<file path="src/rtl/core/ped_pkg.sv">
// ----------------------------------------------------------------------------
// ped_pkg
// Types, constants and hex helpers for the percent escape decoder.
// ----------------------------------------------------------------------------
package ped_pkg;

  localparam logic [7:0] PctChar = 8'h25;
  localparam int unsigned GrpBytes = 3;

  typedef struct packed {
    logic [7:0] in_byte;
    logic       in_last;
  } in_t;

  typedef struct packed {
    logic [7:0] out_byte;
    logic       run_last;
    logic       string_end;
  } out_t;

  // Bytes produced by one input transaction, oldest in data[0].
  typedef struct packed {
    logic [GrpBytes-1:0][7:0] data;
    logic [1:0]               cnt;   // 1..3
    logic                     last;  // group ends the string
  } grp_t;

  typedef struct packed {
    logic full;
    logic empty;
  } fifo_stat_t;

  typedef enum logic [2:0] {
    PhIdle = 3'b001,
    PhPct  = 3'b010,
    PhHex  = 3'b100
  } phase_e;

  function automatic logic is_hex(input logic [7:0] c);
    return (c >= 8'h30 && c <= 8'h39) || (c >= 8'h41 && c <= 8'h46) ||
           (c >= 8'h61 && c <= 8'h66);
  endfunction

  function automatic logic [3:0] hex_val(input logic [7:0] c);
    logic [7:0] v;
    v = 8'h00;
    if (c >= 8'h30 && c <= 8'h39) begin
      v = c - 8'h30;
    end else if (c >= 8'h41 && c <= 8'h46) begin
      v = c - 8'h37;
    end else if (c >= 8'h61 && c <= 8'h66) begin
      v = c - 8'h57;
    end
    return v[3:0];
  endfunction

endpackage

</file>
<file path="src/rtl/core/ped_front.sv">
// ----------------------------------------------------------------------------
// ped_front
// Escape state machine: classifies each byte and builds its output group.
// ----------------------------------------------------------------------------
module ped_front (
  input  logic          clk_i,
  input  logic          rst_ni,
  input  logic          accept_i,
  input  ped_pkg::in_t  in_i,
  output logic          grp_valid_o,
  output ped_pkg::grp_t grp_o
);

  ped_pkg::phase_e phase_q, phase_d;
  logic [7:0] held_q, held_d;
  logic [7:0] b;
  logic [1:0] n;
  logic [ped_pkg::GrpBytes-1:0][7:0] data;

  assign b = in_i.in_byte;

  always_comb begin
    phase_d = phase_q;
    held_d  = held_q;
    n       = 2'd0;
    data    = '0;
    case (phase_q)
      ped_pkg::PhPct: begin
        phase_d = ped_pkg::PhIdle;
        if (ped_pkg::is_hex(b)) begin
          held_d  = b;
          phase_d = ped_pkg::PhHex;
        end else if (b == ped_pkg::PctChar) begin
          data[n] = ped_pkg::PctChar; n = n + 2'd1;
        end else begin
          data[n] = ped_pkg::PctChar; n = n + 2'd1;
          data[n] = b;                n = n + 2'd1;
        end
      end
      ped_pkg::PhHex: begin
        phase_d = ped_pkg::PhIdle;
        if (ped_pkg::is_hex(b)) begin
          data[n] = {ped_pkg::hex_val(held_q), ped_pkg::hex_val(b)}; n = n + 2'd1;
        end else begin
          // broken escape: literal '%' and digit, then b as in idle
          data[n] = ped_pkg::PctChar; n = n + 2'd1;
          data[n] = held_q;           n = n + 2'd1;
          if (b == ped_pkg::PctChar) begin
            phase_d = ped_pkg::PhPct;
          end else begin
            data[n] = b; n = n + 2'd1;
          end
        end
      end
      default: begin
        phase_d = ped_pkg::PhIdle;
        if (b == ped_pkg::PctChar) begin
          phase_d = ped_pkg::PhPct;
        end else begin
          data[n] = b; n = n + 2'd1;
        end
      end
    endcase

    // end of string: flush whatever escape is still open
    if (in_i.in_last) begin
      case (phase_d)
        ped_pkg::PhPct: begin
          data[n] = ped_pkg::PctChar; n = n + 2'd1;
        end
        ped_pkg::PhHex: begin
          data[n] = ped_pkg::PctChar; n = n + 2'd1;
          data[n] = held_d;           n = n + 2'd1;
        end
        default: ;
      endcase
      phase_d = ped_pkg::PhIdle;
    end
  end

  assign grp_valid_o = accept_i && (n != 2'd0);
  assign grp_o.data  = data;
  assign grp_o.cnt   = n;
  assign grp_o.last  = in_i.in_last;

  always_ff @(posedge clk_i or negedge rst_ni) begin
    if (!rst_ni) begin
      phase_q <= ped_pkg::PhIdle;
      held_q  <= 8'h00;
    end else if (accept_i) begin
      phase_q <= phase_d;
      held_q  <= held_d;
    end
  end

endmodule

</file>
<file path="src/rtl/core/ped_fifo.sv">
// ----------------------------------------------------------------------------
// ped_fifo
// Small register queue of byte groups between front and back.
// ----------------------------------------------------------------------------
module ped_fifo #(
  parameter int unsigned Width = 8,
  parameter int unsigned Depth = 4
) (
  input  logic                clk_i,
  input  logic                rst_ni,
  input  logic                wr_en_i,
  input  logic [Width-1:0]    wr_data_i,
  input  logic                rd_en_i,
  output logic [Width-1:0]    rd_data_o,
  output ped_pkg::fifo_stat_t stat_o
);

  localparam int unsigned AddrW = (Depth > 1) ? $clog2(Depth) : 1;
  localparam int unsigned CntW  = $clog2(Depth + 1);

  logic [Width-1:0] mem_q [Depth];
  logic [AddrW-1:0] wr_ptr_q, rd_ptr_q;
  logic [CntW-1:0]  cnt_q;
  logic             do_wr, do_rd;

  assign stat_o.full  = (cnt_q == CntW'(Depth));
  assign stat_o.empty = (cnt_q == '0);
  assign do_wr        = wr_en_i && !stat_o.full;
  assign do_rd        = rd_en_i && !stat_o.empty;
  assign rd_data_o    = mem_q[rd_ptr_q];

  always_ff @(posedge clk_i) begin
    if (do_wr) begin
      mem_q[wr_ptr_q] <= wr_data_i;
    end
  end

  always_ff @(posedge clk_i or negedge rst_ni) begin
    if (!rst_ni) begin
      wr_ptr_q <= '0;
      rd_ptr_q <= '0;
      cnt_q    <= '0;
    end else begin
      if (do_wr) begin
        wr_ptr_q <= (wr_ptr_q == AddrW'(Depth - 1)) ? '0 : wr_ptr_q + 1'b1;
      end
      if (do_rd) begin
        rd_ptr_q <= (rd_ptr_q == AddrW'(Depth - 1)) ? '0 : rd_ptr_q + 1'b1;
      end
      if (do_wr && !do_rd) begin
        cnt_q <= cnt_q + 1'b1;
      end else if (do_rd && !do_wr) begin
        cnt_q <= cnt_q - 1'b1;
      end
    end
  end

endmodule

</file>
<file path="src/rtl/core/ped_back.sv">
// ----------------------------------------------------------------------------
// ped_back
// Serializes byte groups into single result transactions via an output reg.
// ----------------------------------------------------------------------------
module ped_back (
  input  logic          clk_i,
  input  logic          rst_ni,
  input  logic          head_valid_i,
  input  ped_pkg::grp_t head_i,
  output logic          head_pop_o,
  input  logic          pop,
  output logic          empty,
  output ped_pkg::out_t out_o
);

  logic [1:0]    idx_q, idx_d;
  logic          out_v_q, out_v_d;
  ped_pkg::out_t out_q, out_d;
  logic          slot_free, emit, grp_end;

  assign slot_free  = !out_v_q || pop;
  assign emit       = head_valid_i && slot_free;
  assign grp_end    = (idx_q == head_i.cnt - 2'd1);
  assign head_pop_o = emit && grp_end;

  always_comb begin
    idx_d              = idx_q;
    out_v_d            = out_v_q && !pop;
    out_d              = out_q;
    if (emit) begin
      out_v_d          = 1'b1;
      out_d.out_byte   = head_i.data[idx_q];
      out_d.run_last   = grp_end;
      out_d.string_end = grp_end && head_i.last;
      idx_d            = grp_end ? 2'd0 : idx_q + 2'd1;
    end
  end

  always_ff @(posedge clk_i or negedge rst_ni) begin
    if (!rst_ni) begin
      idx_q   <= 2'd0;
      out_v_q <= 1'b0;
    end else begin
      idx_q   <= idx_d;
      out_v_q <= out_v_d;
    end
  end

  always_ff @(posedge clk_i) begin
    out_q <= out_d;
  end

  assign empty = !out_v_q;
  assign out_o = out_q;

endmodule

</file>
<file path="src/rtl/core/percent_escape_decoder.sv">
// ----------------------------------------------------------------------------
// percent_escape_decoder
// Streaming decoder for percent escapes, one raw byte per transaction.
// ----------------------------------------------------------------------------
// Input side is a queue write port: a transaction happens on a clock edge
// with push high and full low, carrying in_i.in_byte and in_i.in_last.
// Result side is a queue read port: while empty is low, out_o shows the
// oldest decoded byte; it is taken on an edge with pop high.
//
// Each input yields 0 to 3 result bytes. run_last flags the last byte of an
// input's group, string_end the final byte of a string (in_last input).
// A result passes through the group queue and then the output register on its
// way to out_o. Throughput: one input per cycle while full is low, limited
// by the back end emitting one result byte per cycle while pop keeps up;
// inputs that expand to 2 or 3 bytes hold the back end for each of their
// bytes, absorbed by the group queue of FifoDepth entries.
// Reset (async, active low) returns the escape state to idle and empties
// the group queue and output register; empty is high, full low.
// When the receiver stalls, the output register holds, then the queue
// fills and full rises; the escape state advances only on accepted input.
// ----------------------------------------------------------------------------
module percent_escape_decoder #(
  parameter int unsigned FifoDepth = 4
) (
  input  logic          clk_i,
  input  logic          rst_ni,
  input  logic          push,
  output logic          full,
  input  ped_pkg::in_t  in_i,
  output logic          empty,
  input  logic          pop,
  output ped_pkg::out_t out_o
);

  logic                accept;
  logic                grp_valid;
  ped_pkg::grp_t       grp_wr, grp_head;
  logic                head_pop;
  ped_pkg::fifo_stat_t fifo_stat;

  // Full tracks the group queue; a byte that yields nothing still waits.
  assign full   = fifo_stat.full;
  assign accept = push && !full;

  ped_front u_front (
    .clk_i       (clk_i),
    .rst_ni      (rst_ni),
    .accept_i    (accept),
    .in_i        (in_i),
    .grp_valid_o (grp_valid),
    .grp_o       (grp_wr)
  );

  ped_fifo #(
    .Width ($bits(ped_pkg::grp_t)),
    .Depth (FifoDepth)
  ) u_fifo (
    .clk_i     (clk_i),
    .rst_ni    (rst_ni),
    .wr_en_i   (grp_valid),
    .wr_data_i (grp_wr),
    .rd_en_i   (head_pop),
    .rd_data_o (grp_head),
    .stat_o    (fifo_stat)
  );

  ped_back u_back (
    .clk_i        (clk_i),
    .rst_ni       (rst_ni),
    .head_valid_i (!fifo_stat.empty),
    .head_i       (grp_head),
    .head_pop_o   (head_pop),
    .pop          (pop),
    .empty        (empty),
    .out_o        (out_o)
  );

endmodule

</file>
<file path="config.mk">
export PLATFORM = sky130hd
export DESIGN_NAME = percent_escape_decoder
export DESIGN_NICKNAME = d
export VERILOG_FILES = /design/src/rtl/core/ped_pkg.sv /design/src/rtl/core/ped_front.sv /design/src/rtl/core/ped_fifo.sv /design/src/rtl/core/ped_back.sv /design/src/rtl/core/percent_escape_decoder.sv
export SDC_FILE = /design/constraint.sdc
export NUM_CORES = 1
export LEC_CHECK = 0
export BUFFER_PORTS_ARGS = -buffer_cell sky130_fd_sc_hd__buf_4
export CORE_AREA = 2 2 115 117
export CTS_CLUSTER_SIZE = 28
export DETAILED_ROUTE_END_ITERATION = 7
export DIE_AREA = 0 0 117 119
export PLACE_DENSITY_LB_ADDON = 0.3
export SYNTH_ARGS = -nofsm -noshare
export SYNTH_HDL_FRONTEND = slang
export SYNTH_HIERARCHICAL = 1
export SYNTH_SLANG_ARGS = --single-unit
</file>
<file path="constraint.sdc">
create_clock -name clk_i -period 3.8 [get_ports clk_i]
set_input_delay 0.19 -clock clk_i [delete_from_list [all_inputs] [get_ports clk_i]]
set_output_delay 0.19 -clock clk_i [all_outputs]
set_load 0.01 [all_outputs]
</file>
# Yosys cells after proc, flatten, opt, wreduce, memory -nomap -nowiden
# Memory sizes are Yosys's and may differ from the RTL's.
# Cells that the tools add are included.
# W data, S select, Z words.
# totals
input_bits	13
ramBits	108
mem_count	1
output_inout_bits	12
wordCells	129
regBits	31
# memory_table
memory	words	word_bits	read_ports	rd_clocked_by_memory_dff	wr	line_no	text
u_fifo.mem_q	4	27	1	0	1	ped_fifo.sv:21	logic [Width-1:0] mem_q [Depth];
# classes
bitwise	3
mux	45
n_reduce_logical	30
eq_ne	9
n_addsub	14
magnitude_cmp	17
# ops
cell	count
$mux W8	8
$pmux W24 S2	1
$demux W8 S2	2
$ge A8 B7 Y1 const B	4
$le A8 B7 Y1 const B	4
$mux W16	2
$pmux W8 S2	2
$bwmux W24	1
$mux W24	1
$mux W4	6
$logic_and A1 B1 Y1	18
$bmux W8 S2	1
$ge A8 B6 Y1 const B	2
$le A8 B6 Y1 const B	2
$mux W2	8
$sub A4 B3 Y4 const B	4
$and A15 B15 Y15	1
$mux W3	5
$not A15 Y15	1
$add A2 B1 Y2 const B	5
$eq A3 B3 Y1 const B	3
$lt A2 B3 Y1 const B	3
$or A9 B9 Y9	1
$eq A8 B6 Y1 const B	1
other kinds (15)	32

# Longest topological paths before layout
# Gate-level depths: netlist of run 1.
# depth
ltp_word	17
ltp_mapped	23
ltp_nobuf	19

# Hierarchy
# Netlist of run 1, hierarchy kept.
# modules_own_cells
module	cells_per_inst	n_inst	area_per_inst_um2	seq_area_each_um2
ped_fifo	178	1	4336.7	3418.3
ped_front	195	1	1544.0	276.5
ped_back	60	1	665.6	375.4
percent_escape_decoder	2	1	17.5	0.0

# Least setup slack after synthesis of run 1
# Ideal clock, no wire load.
# synth_timing
path_type	in2reg
start	input in_i[1] (netlist name)
end	register u_fifo.cnt_q[1]
arrival_time_ns	3.708
required_time_ns	3.675
cell_stages	21
setup_ns	0.125
path_buffers	4
slack_ns	-0.033
cell_sequence	buf_2 -> inv_1 -> ha_1 -> nor3b_1 -> o32ai_1 -> and2_4 -> buf_4 -> nor3_1 -> nor2_1 -> ha_1 -> buf_2 -> o21ai_0 -> o21ai_0 -> and2_1 -> o21a_1 -> nor2b_1 -> buf_2 -> ha_1 -> inv_1 -> fa_1 -> mux2_2
# synth_via
elab_chain_cells	16
word_cells_on_any_way	36
classes_between	2 x add/sub; 6 x order compare; 3 x eq/ne; 13 x mux; 12 x reduce/logical
# synth_lines
item	line_no	text
start, declared	percent_escape_decoder.sv:29	input ped_pkg::in_t in_i,
$ge A8 B6 Y1, or another cell as far along	ped_pkg.sv:40	return (c >= 8'h30 && c <= 8'h39) || (c >= 8'h41 && c <= 8'h46) ||
$logic_and A1 B1 Y1	ped_pkg.sv:40	
$logic_or A1 B1 Y1 (2 in a row)	ped_pkg.sv:40	
$mux W2, on equally long branches	ped_front.sv:42, ped_front.sv:30	
$pmux W2 S2	ped_front.sv:27	case (phase_q)
$add A2 B1 Y2	ped_front.sv:69, ped_front.sv:72	
$add A2 B1 Y2	ped_front.sv:73	data[n] = held_d; n = n + 2'd1;
$pmux W2 S2	ped_front.sv:67	case (phase_d)
$mux W2 (*)	ped_front.sv:66	if (in_i.in_last) begin
$reduce_bool A2 Y1 (*)	ped_front.sv:81	assign grp_valid_o = accept_i && (n != 2'd0);
$logic_and A1 B1 Y1 (*)	ped_front.sv:81	
via grp_valid	percent_escape_decoder.sv:36	logic grp_valid;
$logic_and A1 B1 Y1 (*)	ped_fifo.sv:28	assign do_wr = wr_en_i && !stat_o.full;
via u_fifo.do_wr	ped_fifo.sv:24	logic do_wr, do_rd;
$logic_not A1 Y1	ped_fifo.sv:52	end else if (do_rd && !do_wr) begin
$logic_and A1 B1 Y1	ped_fifo.sv:52	
$reduce_bool A2 Y1 (no line)	-	
end signal, assigned	ped_fifo.sv:51	cnt_q <= cnt_q + 1'b1;
end signal, assigned	ped_fifo.sv:53	cnt_q <= cnt_q - 1'b1;
end, declared	ped_fifo.sv:23	logic [CntW-1:0] cnt_q;
# Mark *: on every way through the listed nets, which the timed path passes. The rest lies on a longest branch.
# A chain may end at the register's enable or synchronous reset.

# Worst setup path in the final report of run 1
# layout_timing
start	register u_front.phase_q[2]
end	register u_fifo.cnt_q[2]
# layout_via
elab_chain_cells	12
word_cells_on_any_way	18
classes_between	2 x add/sub; 4 x eq/ne; 5 x mux; 7 x reduce/logical
# layout_lines
item	line_no	text
start, declared	ped_front.sv:14	ped_pkg::phase_e phase_q, phase_d;
start signal, assigned	ped_front.sv:88	phase_q <= ped_pkg::PhIdle;
start signal, assigned	ped_front.sv:91	phase_q <= phase_d;
$eq A3 B3 Y1 / $eq A3 B2 Y1 (equally long branches)	ped_front.sv:27	
$pmux W2 S2	ped_front.sv:27	
$add A2 B1 Y2	ped_front.sv:69, ped_front.sv:72	
$add A2 B1 Y2	ped_front.sv:73	
$pmux W2 S2	ped_front.sv:67	
$mux W2 (*)	ped_front.sv:66	
$reduce_bool A2 Y1 (*)	ped_front.sv:81	
$logic_and A1 B1 Y1 (*)	ped_front.sv:81	
via grp_valid	percent_escape_decoder.sv:36	
$logic_and A1 B1 Y1 (*)	ped_fifo.sv:28	
$logic_not A1 Y1	ped_fifo.sv:52	
$logic_and A1 B1 Y1	ped_fifo.sv:52	
$reduce_bool A2 Y1 (no line)	-	
# Marks and branches as above.

==> results.toml, run 1 <==
[timing]
finalMaxSlewViolations = 0
timing.hold.ws_ps = 62.6
worst_pin_slew_ps = 895
hold_viol = 0
min_period_ps = 3430
relSlewSlack_pct = 40.2
setup_viol_count_final = 0
post-route-period-util_pct = 90.1
clock.fmax_mhz = 292
rsz0062_at_grt = "false"
fin_tns_setup_ps = 0
fin_skew_ps = 9.00

[power_and_ir_drop]
ir_worst_vdd_mv = 0.310
power.leakage_nw = 2.81
p_per_area_nw_per_um2 = 704
p_total_mw = 5.36

[die]
dieWidth_um = 117
design.core.area_sq_um = 12900
die_h_um = 119
io_pins = 25
die_area_sq_um = 13900
core.rowCount = 42
start_util_pct = 51.0

[setup_path]
cpMostUsedCell = "nor2_1"
cp.required_ps = 4140
critPathCaptureType = "flip-flop"
critPathMaxStageDelay_ps = 440
r2r_setup_slack_ps = 370
arrival_ps = 3770
critical_path_class = "reg -> reg"
slowest_stage = "dfrtp_1"
crit_chain = "nor2_1 -> nand2_1 -> nor3_2 -> nor2_1 -> ha_1 -> inv_1 -> o21ai_0 -> and2_1 -> o21a_1 -> nor2b_1 -> ha_1 -> inv_1 -> fa_1 -> xor2_1 -> nor2_1 -> xor2_1"
critPathLaunchType = "flip-flop"
worst-path-max-fanout = 6

[finish]
final_layout_size_suffix_gt1_share_pct = 25.4
layout.nets = 507
regArea_sq_um = 4070
final_area_sq_um = 7610
areaGrowthSynthToFinish_pct = 16.0
n_antenna_cell = 0
utilization_pct = 59.1
nFillCells = 982
multi_input_area_sq_um = 2310

[yosys]
yosys.area.top_type_share_pct = 54.0
syn_avg_cell_area_sq_um = 15.1
ys.flop_type = "edfxtp_1"
synth_nets = 467
ys_async_sr_fraction_pct = 15.1
netlist_instances = 435
synth_top_cells_by_count = "118 x edfxtp_1, 27 x mux4_2, 20 x dfrtp_1"
synth_area_sq_um = 6560
ys_seq_area_share_pct = 62.0
synth_cell_types = 67
synth_top_area_cell = "edfxtp_1"
synth.most_common_cell = "edfxtp_1"
synth_edf_count = 118
synth.ff_latch_count = 139
ys_top_cells_by_area = "edfxtp_1 54%, mux4_2 9.3%, dfrtp_1 7.6%"
yosys_warnings = 6

[cts]
cts_setup_buffers = 0
clkTransAtPathRegs_ps = 60
ctsResizeCount = 0
clockBufferDepth = 2
cts_hold_buffers = 1
htree_levels = 4
cts_tree = "yes"
cts_sinks = 139
numCtsBuffers = 17
clk_latency_ps = 420
cts_root_buffer = "clkbuf_16"

[global_routing]
grt_pass1_vias = 4014
track_usage_pct = 21.7
grt_start_max_net_pins = 28
grt_pass1_wl_mm = 22.1
antenna_found_initial = 0
gr-total-overflow = 0

[placed_design]
dpl_cell_area_sq_um = 6980
hpwl_mm = 9.18
port_buffers = 24
place.gp.congestion = 0.945

[status]
run_status = "finished clean"

[route]
routed-via-count = 3936
remaining_drc_errors = 0
firstDrtPassIters = 7
wire_per_inst_um = 20.7
routed_wl_mm = 13.7
vias_per_cell = 5.93
ant_nets = 0
drtIter0Drc = 368

[job]
max_cap_viol_count = 0

[min_path]
hp-class = "in -> reg"
-- logic make-up (layout without fill, tap and decap cells) --
logic type | Yosys count | in the layout | synth area share (%)
AO/OA/AOI/OAI | 93 | 93 | 9.89
XOR/XNOR | 9 | 9 | 1.20
adder cells (fa/ha/maj) | 19 | 19 | 3.74
buffers and inverters | 41 | 94 | 2.94
flip-flops | 139 | 139 | 62.0
multiplexers | 48 | 48 | 12.8
AND/OR/NAND/NOR | 86 | 86 | 7.45
-- layer usage --
layer  up-vias  global-route usage, %  part of all wire (%)
met4         0                   8.01                   1.5
li1       1783                      -                     -
met1      2000                   30.2                    43
met5         -                      0                     0
met3        19                   5.19                   5.8
met2       134                   33.6                    49
-- metrics by stage --
stage          std cells  setup WS (ps)
2_1_floorplan        435           79.4
3_3_place_gp         631            145
3_5_place_dp         631           38.7
4_1_cts              664            421
5_1_grt              664           88.2
6_report             664            375
-- final cells by class --
class                           count  area share, %
Sequential cell                   139           53.5
Multi-Input combinational cell    255           30.3
Clock buffer                       18           5.64
Timing Repair Buffer               43           4.27
Tap cell                          176           2.89
Clock inverter                     14           2.51
Inverter                           19          0.937
-- worst max-delay path: cells and delay by family (launching register included) --
family                     cells  cell delay (ps)
AOI/OAI and AO/OA              2              260
xor gates and xnor gates       2              310
adders and majority gates      3              900
buffers and inverters          2              110
DFF                            1              440
and+or+nand+nor                7             1330
-- path summary, 6_finish.rpt --
kind                                                start                        endpoint  cells past startpoint
max                        u_front/phase_q[2]$_DFFE_PN0P_     u_fifo/cnt_q[2]$_DFFE_PN0P_                     16
min                                               in_i[5]   u_front/held_q[4]$_DFFE_PN0P_                      2
max reg2reg                u_front/phase_q[2]$_DFFE_PN0P_     u_fifo/cnt_q[2]$_DFFE_PN0P_                     16
min reg2reg                   u_fifo/cnt_q[2]$_DFFE_PN0P_     u_fifo/cnt_q[2]$_DFFE_PN0P_                      1
max in group asynchronous                          rst_ni  u_front/phase_q[0]$_DFFE_PN1P_                      2
min in group asynchronous                          rst_ni   u_front/held_q[3]$_DFFE_PN0P_                      2
-- placed cells by master, fill, tap and decap left out, drive strengths merged, types with 3 or more instances in the layout --
cell	netlist	routed
nor3	5	5
nand2	18	18
xor2	4	4
clkinv	0	3
mux2i	11	11
a22o	4	4
nand2b	7	7
o21ai	23	23
bufinv	0	4
xnor2	5	5
and2	19	19
o211ai	3	3
edfxtp	118	118
nor2b	4	4
clkinvlp	0	4
o2bb2ai	3	3
mux2	10	10
o22ai	3	3
nand3	7	7
nor3b	3	3
a21oi	14	14
inv	19	22
ha	18	18
a31oi	8	8
dfrtp	20	20
mux4	27	27
nor2	14	14
buf	17	42
a21o	5	5
clkbuf	5	18
-- state kept, by name, summed over array words and instances, names as in the netlist --
register         flops
u_back/idx_q         2
u_back/out_o        10
u_back/out_v_q       1
u_fifo/cnt_q         3
u_fifo/mem_q       108
u_fifo/rd_ptr_q      2
u_fifo/wr_ptr_q      2
u_front/held_q       8
u_front/phase_q      3
-- where the power goes --
group | leakage, nW | switching, mW | internal, mW
Combinational | 1.16 | 0.725 | 0.674
Sequential | 1.36 | 0.185 | 2.06
Clock | 0.293 | 0.623 | 1.10
Power figures use the tool's default switching activity.
==> inputs of run 2 (changes only) <==
--- a/config.mk
+++ b/config.mk
@@ -6,10 +6,10 @@
 export NUM_CORES = 1
 export LEC_CHECK = 0
 export BUFFER_PORTS_ARGS = -buffer_cell sky130_fd_sc_hd__buf_4
-export CORE_AREA = 2 2 115 117
+export CORE_AREA = 2 2 112 114
 export CTS_CLUSTER_SIZE = 28
 export DETAILED_ROUTE_END_ITERATION = 7
-export DIE_AREA = 0 0 117 119
+export DIE_AREA = 0 0 114 116
 export PLACE_DENSITY_LB_ADDON = 0.3
 export SYNTH_ARGS = -nofsm -noshare
 export SYNTH_HDL_FRONTEND = slang
==> results.toml, run 2 (synthesis results as in run 1) <==
[status]
run_status = "finished clean"

[cts]
clkTransAtPathRegs_ps = 60
numCtsBuffers = 17
clockBufferDepth = 2
clk_latency_ps = 410
cts_sinks = 139
cts_tree = "yes"
htree_levels = 4
cts_hold_buffers = 1
cts_root_buffer = "clkbuf_16"
ctsResizeCount = 0
cts_setup_buffers = 0

[setup_path]
r2r_start = "u_front/phase_q[1]$_DFFE_PN0P_"
cp.required_ps = 4100
critPathCaptureType = "flip-flop"
critical_path_class = "in -> reg"
arrival_ps = 3780
r2r_setup_slack_ps = 350
worstRegToRegCells = 16
r2r-end = "u_fifo/cnt_q[2]$_DFFE_PN0P_"
worst-path-max-fanout = 7
critPathLaunchType = "input pin"

[finish]
layout_common_cells = "118 x edfxtp_1, 40 x buf_4, 27 x mux4_2"
final_layout_size_suffix_gt1_share_pct = 24.7
final_common_cell = "edfxtp_1"
areaGrowthSynthToFinish_pct = 16.7
largest_register = "u_fifo/mem_q"
largest_reg_flops = 108
n_antenna_cell = 0
finalNonFillerCells = 636
nFillCells = 847
layout.nets = 508

[power_and_ir_drop]
ir_worst_vdd_mv = 0.343
p_per_area_nw_per_um2 = 719
p_total_mw = 5.51
power.leakage_nw = 2.85

[route]
routed-via-count = 3929
remaining_drc_errors = 0
drtIter0Drc = 371
vias_per_cell = 6.18
firstDrtPassIters = 5
routed_wl_mm = 14.3
ant_nets = 0
wire_per_inst_um = 22.5

[timing]
finalMaxSlewViolations = 0
fin_skew_ps = 7.74
setup_viol_count_final = 0
timing.hold.ws_ps = 75.3
post-route-period-util_pct = 91.7
clock.fmax_mhz = 287
hold_viol = 0
rsz0062_at_grt = "false"
finalWorstSetupSlack_ps = 315
min_period_ps = 3480
relSlewSlack_pct = 41.4
worst_pin_slew_ps = 877

[min_path]
hp-class = "in -> reg"
holdPathStages = 2
min_from = "in_i[4]"
min_to = "u_front/held_q[3]$_DFFE_PN0P_"

[job]
max_cap_viol_count = 0

[die]
dieWidth_um = 114
design.core.area_sq_um = 11900
io_pins = 25
start_util_pct = 55.1
die_h_um = 116
die_area_sq_um = 13200
core.rowCount = 40

[global_routing]
grt_pass1_wl_mm = 22.1
antenna_found_initial = 0
gr-total-overflow = 0
track_usage_pct = 23.3
grt_pass1_vias = 4036
grt_start_max_net_pins = 28

[placed_design]
place.gp.congestion = 0.914
port_buffers = 24
dp_cells = 603
place_ws_ps = -49.9
hpwl_mm = 9.54
-- run 2: worst max path at each step --
stage	from	to	slack (ps)	depth (start not counted)
after floorplan	in_i[1]	u_fifo/cnt_q[1]$_DFFE_PN0P_	80	21
after global placement	in_i[8]	u_fifo/cnt_q[1]$_DFFE_PN0P_	70	16
after detailed placement	in_i[8]	u_fifo/cnt_q[1]$_DFFE_PN0P_	-50	16
after CTS	in_i[8]	u_fifo/cnt_q[1]$_DFFE_PN0P_	360	16
after global routing	in_i[5]	u_fifo/cnt_q[1]$_DFFE_PN0P_	100	17
final	in_i[8]	u_fifo/cnt_q[1]$_DFFE_PN0P_	320	16
-- run 2: per-stage QoR --
step | util [%] | area (sq um) | TNS (ps)
6_report | 64.3 | 7660 | 0
5_1_grt | 64.3 | 7660 | 0
4_1_cts | 64.3 | 7660 | 0
3_5_place_dp | 58.7 | 6990 | -49.9
3_3_place_gp | 58.7 | 6990 | 0
2_1_floorplan | - | 6570 | 0
-- run 2: cell type report --
type	count	area [sq um]	area share [%]
Inverter	19	71.3	0.931
Multi-Input combinational cell	255	2310	30.1
Timing Repair Buffer	44	370	4.84
Clock buffer	19	433	5.65
Sequential cell	139	4070	53.2
Tap cell	147	184	2.40
Clock inverter	13	223	2.91
-- run 2: routing by layer --
metal / vias up / routed length [um] / track usage [%]
met5: - / 0 / 0
met4: 0 / 449 / 11.1
met3: 32 / 788 / 6.59
met2: 126 / 6950 / 38.0
met1: 1993 / 6140 / 29.0
li1: 1778 / - / -
-- run 2: critical path: stages --
cell and delay [ps]:
buf_4 130, or4b_1 510, o32ai_1 320, a21oi_1 170
a21oi_1 280, inv_1 120, ha_1 220, o21ai_0 150
o21ai_0 100, and2_1 190, o21a_1 210, nor2b_1 150
ha_1 260, inv_1 80, fa_1 410, mux2_2 270
-- run 2: power breakdown --
part           switching (mW)  internal (mW)  total (mW)
Combinational           0.741          0.698        1.44
Sequential              0.194           2.06        2.25
Clock                   0.592           1.22        1.82
==> inputs of run 3 (changes only) <==
--- a/config.mk
+++ b/config.mk
@@ -6,10 +6,10 @@
 export NUM_CORES = 1
 export LEC_CHECK = 0
 export BUFFER_PORTS_ARGS = -buffer_cell sky130_fd_sc_hd__buf_4
-export CORE_AREA = 2 2 112 114
+export CORE_AREA = 2 2 124 126
 export CTS_CLUSTER_SIZE = 28
 export DETAILED_ROUTE_END_ITERATION = 7
-export DIE_AREA = 0 0 114 116
+export DIE_AREA = 0 0 126 128
 export PLACE_DENSITY_LB_ADDON = 0.3
 export SYNTH_ARGS = -nofsm -noshare
 export SYNTH_HDL_FRONTEND = slang
==> results.toml, run 3 (synthesis results as in run 1) <==
[status]
run_status = "finished clean"

[die]
die_h_um = 128
core.rowCount = 45
start_util_pct = 44.2
io_pins = 25
dieWidth_um = 126
die_area_sq_um = 16100
design.core.area_sq_um = 14900

[placed_design]
hpwl_mm = 9.01
place.gp.congestion = 0.920
port_buffers = 24
dp_cells = 643
dpl_cell_area_sq_um = 7000

[global_routing]
grt_pass1_vias = 3910
gr-usage-met1_pct = 23.1
grt_start_max_net_pins = 28
gr-total-overflow = 0
track_usage_pct = 17.7
grt_busiest_layer = "met2"
met3_usage_pct = 3.63
grt_pass1_wl_mm = 21.5
antenna_found_initial = 0
grt_use_met2_pct = 29.5

[power_and_ir_drop]
swShare_pct = 28.1
p_per_area_nw_per_um2 = 690
power.leakage_nw = 2.80
p_total_mw = 5.24
ir_worst_vdd_mv = 0.307
combPwrFrac_pct = 27.0
power_switching_mw = 1.47
p_seq_share_pct = 41.9
power_frac_clock_pct = 31.1
internal-power_mw = 3.76

[route]
vias_per_cell = 5.79
routed-via-count = 3911
ant_nets = 0
remaining_drc_errors = 0
firstDrtPassIters = 5
wire_per_inst_um = 20.1
drtIter0Drc = 438
routed_wl_mm = 13.6

[cts]
cts_hold_buffers = 1
htree_levels = 4
numCtsBuffers = 17
cts_setup_buffers = 0
clkTransAtPathRegs_ps = 60
cts_root_buffer = "clkbuf_16"
ctsResizeCount = 0
cts_tree = "yes"
cts_sinks = 139
clockBufferDepth = 2
clk_latency_ps = 410

[finish]
largest_register = "u_fifo/mem_q"
final_area_sq_um = 7590
final_layout_size_suffix_gt1_share_pct = 25.2
layout.nets = 507
n_antenna_cell = 0
layout_common_cells = "118 x edfxtp_1, 42 x buf_4, 27 x mux4_2"
final_common_cell = "edfxtp_1"
largest_reg_flops = 108
finalNonFillerCells = 676
areaGrowthSynthToFinish_pct = 15.7

[job]
max_cap_viol_count = 0

[timing]
fin_skew_ps = 6.55
setup_viol_count_final = 0
rsz0062_at_grt = "false"
finalMaxSlewViolations = 0
timing.hold.ws_ps = 78.5
relSlewSlack_pct = 38.0
worst_pin_slew_ps = 928
post-route-period-util_pct = 89.8
hold_viol = 0
clock.fmax_mhz = 293
fin_tns_setup_ps = 0
min_period_ps = 3410

[setup_path]
r2r_start = "u_front/phase_q[2]$_DFFE_PN0P_"
critical_path_class = "reg -> reg"
cp-endpoint = "u_fifo/cnt_q[2]$_DFFE_PN0P_"
worstRegToRegCells = 16
critPathLaunchType = "flip-flop"
arrival_ps = 3750
worst-path-max-fanout = 7
r2r-end = "u_fifo/cnt_q[2]$_DFFE_PN0P_"
crit_start = "u_front/phase_q[2]$_DFFE_PN0P_"
cp.required_ps = 4140
r2r_setup_slack_ps = 390
critPathCaptureType = "flip-flop"

[min_path]
hp-class = "in -> reg"
==> run 3: cell types whose count changed in the layout (fill, tap and decap cells not counted), sizes merged <==
cell and delta:
clkinvlp +3, buf -1, bufinv -3
==> run 3: power groups by stage <==
stage          Combinational (mW)  Clock [mW]  Sequential, mW
2_1_floorplan                1.03           0            2.21
4_1_cts                      1.46        1.65            2.20
3_3_place_gp                 1.43           0            2.21
6_report                     1.41        1.63            2.19
5_1_grt                      1.55        1.72            2.23
3_5_place_dp                 1.45           0            2.23
==> run 3: layout make-up <==
cell class / count / area, sq um
clock buffer: 19 / 433
clock inverter: 13 / 151
fill: 1296 / 7270
inverter: 19 / 71.3
multi-input combinational: 255 / 2310
sequential: 139 / 4070
tap: 188 / 235
timing repair buffer: 43 / 325
==> run 3: metal layers <==
metal  wire length, um  vias to the layer above
met5                 0                        -
met4               167                        0
met3               544                       15
met2              6900                      104
met1              5950                     2018
li1                  -                     1774
==> run 3: worst max-delay path, cell delays in order, from the launching register on <==
cell     delay (ps)
dfrtp_1         450
nor2_1          130
nand2_1         240
nor3_2          340
nor2_1          140
ha_1            300
inv_1            40
o21ai_0         160
and2_1          170
o21a_1          130
nor2b_1         180
ha_1            200
inv_1            60
fa_1            380
xor2_1          150
nor2_1          120
xor2_1          140
==> run 3: metrics by stage <==
step	util, %	setup slack (ps)
3_5_place_dp	47.1	68.4
3_3_place_gp	47.1	160
5_1_grt	51.1	51.8
2_1_floorplan	-	79.4
4_1_cts	51.1	363
6_report	51.1	387
==> run 3: worst min-delay path by stage <==
stage	start	to	slack (ps)	cells after the start
after floorplan	rst_ni	u_back/idx_q[0]$_DFFE_PN0P_	-110	0
after global placement	rst_ni	u_back/idx_q[0]$_DFFE_PN0P_	100	1
after detailed placement	rst_ni	u_back/idx_q[0]$_DFFE_PN0P_	100	1
after CTS	in_i[5]	u_front/held_q[4]$_DFFE_PN0P_	60	2
after global routing	in_i[5]	u_front/held_q[4]$_DFFE_PN0P_	70	2
final	in_i[5]	u_front/held_q[4]$_DFFE_PN0P_	80	2
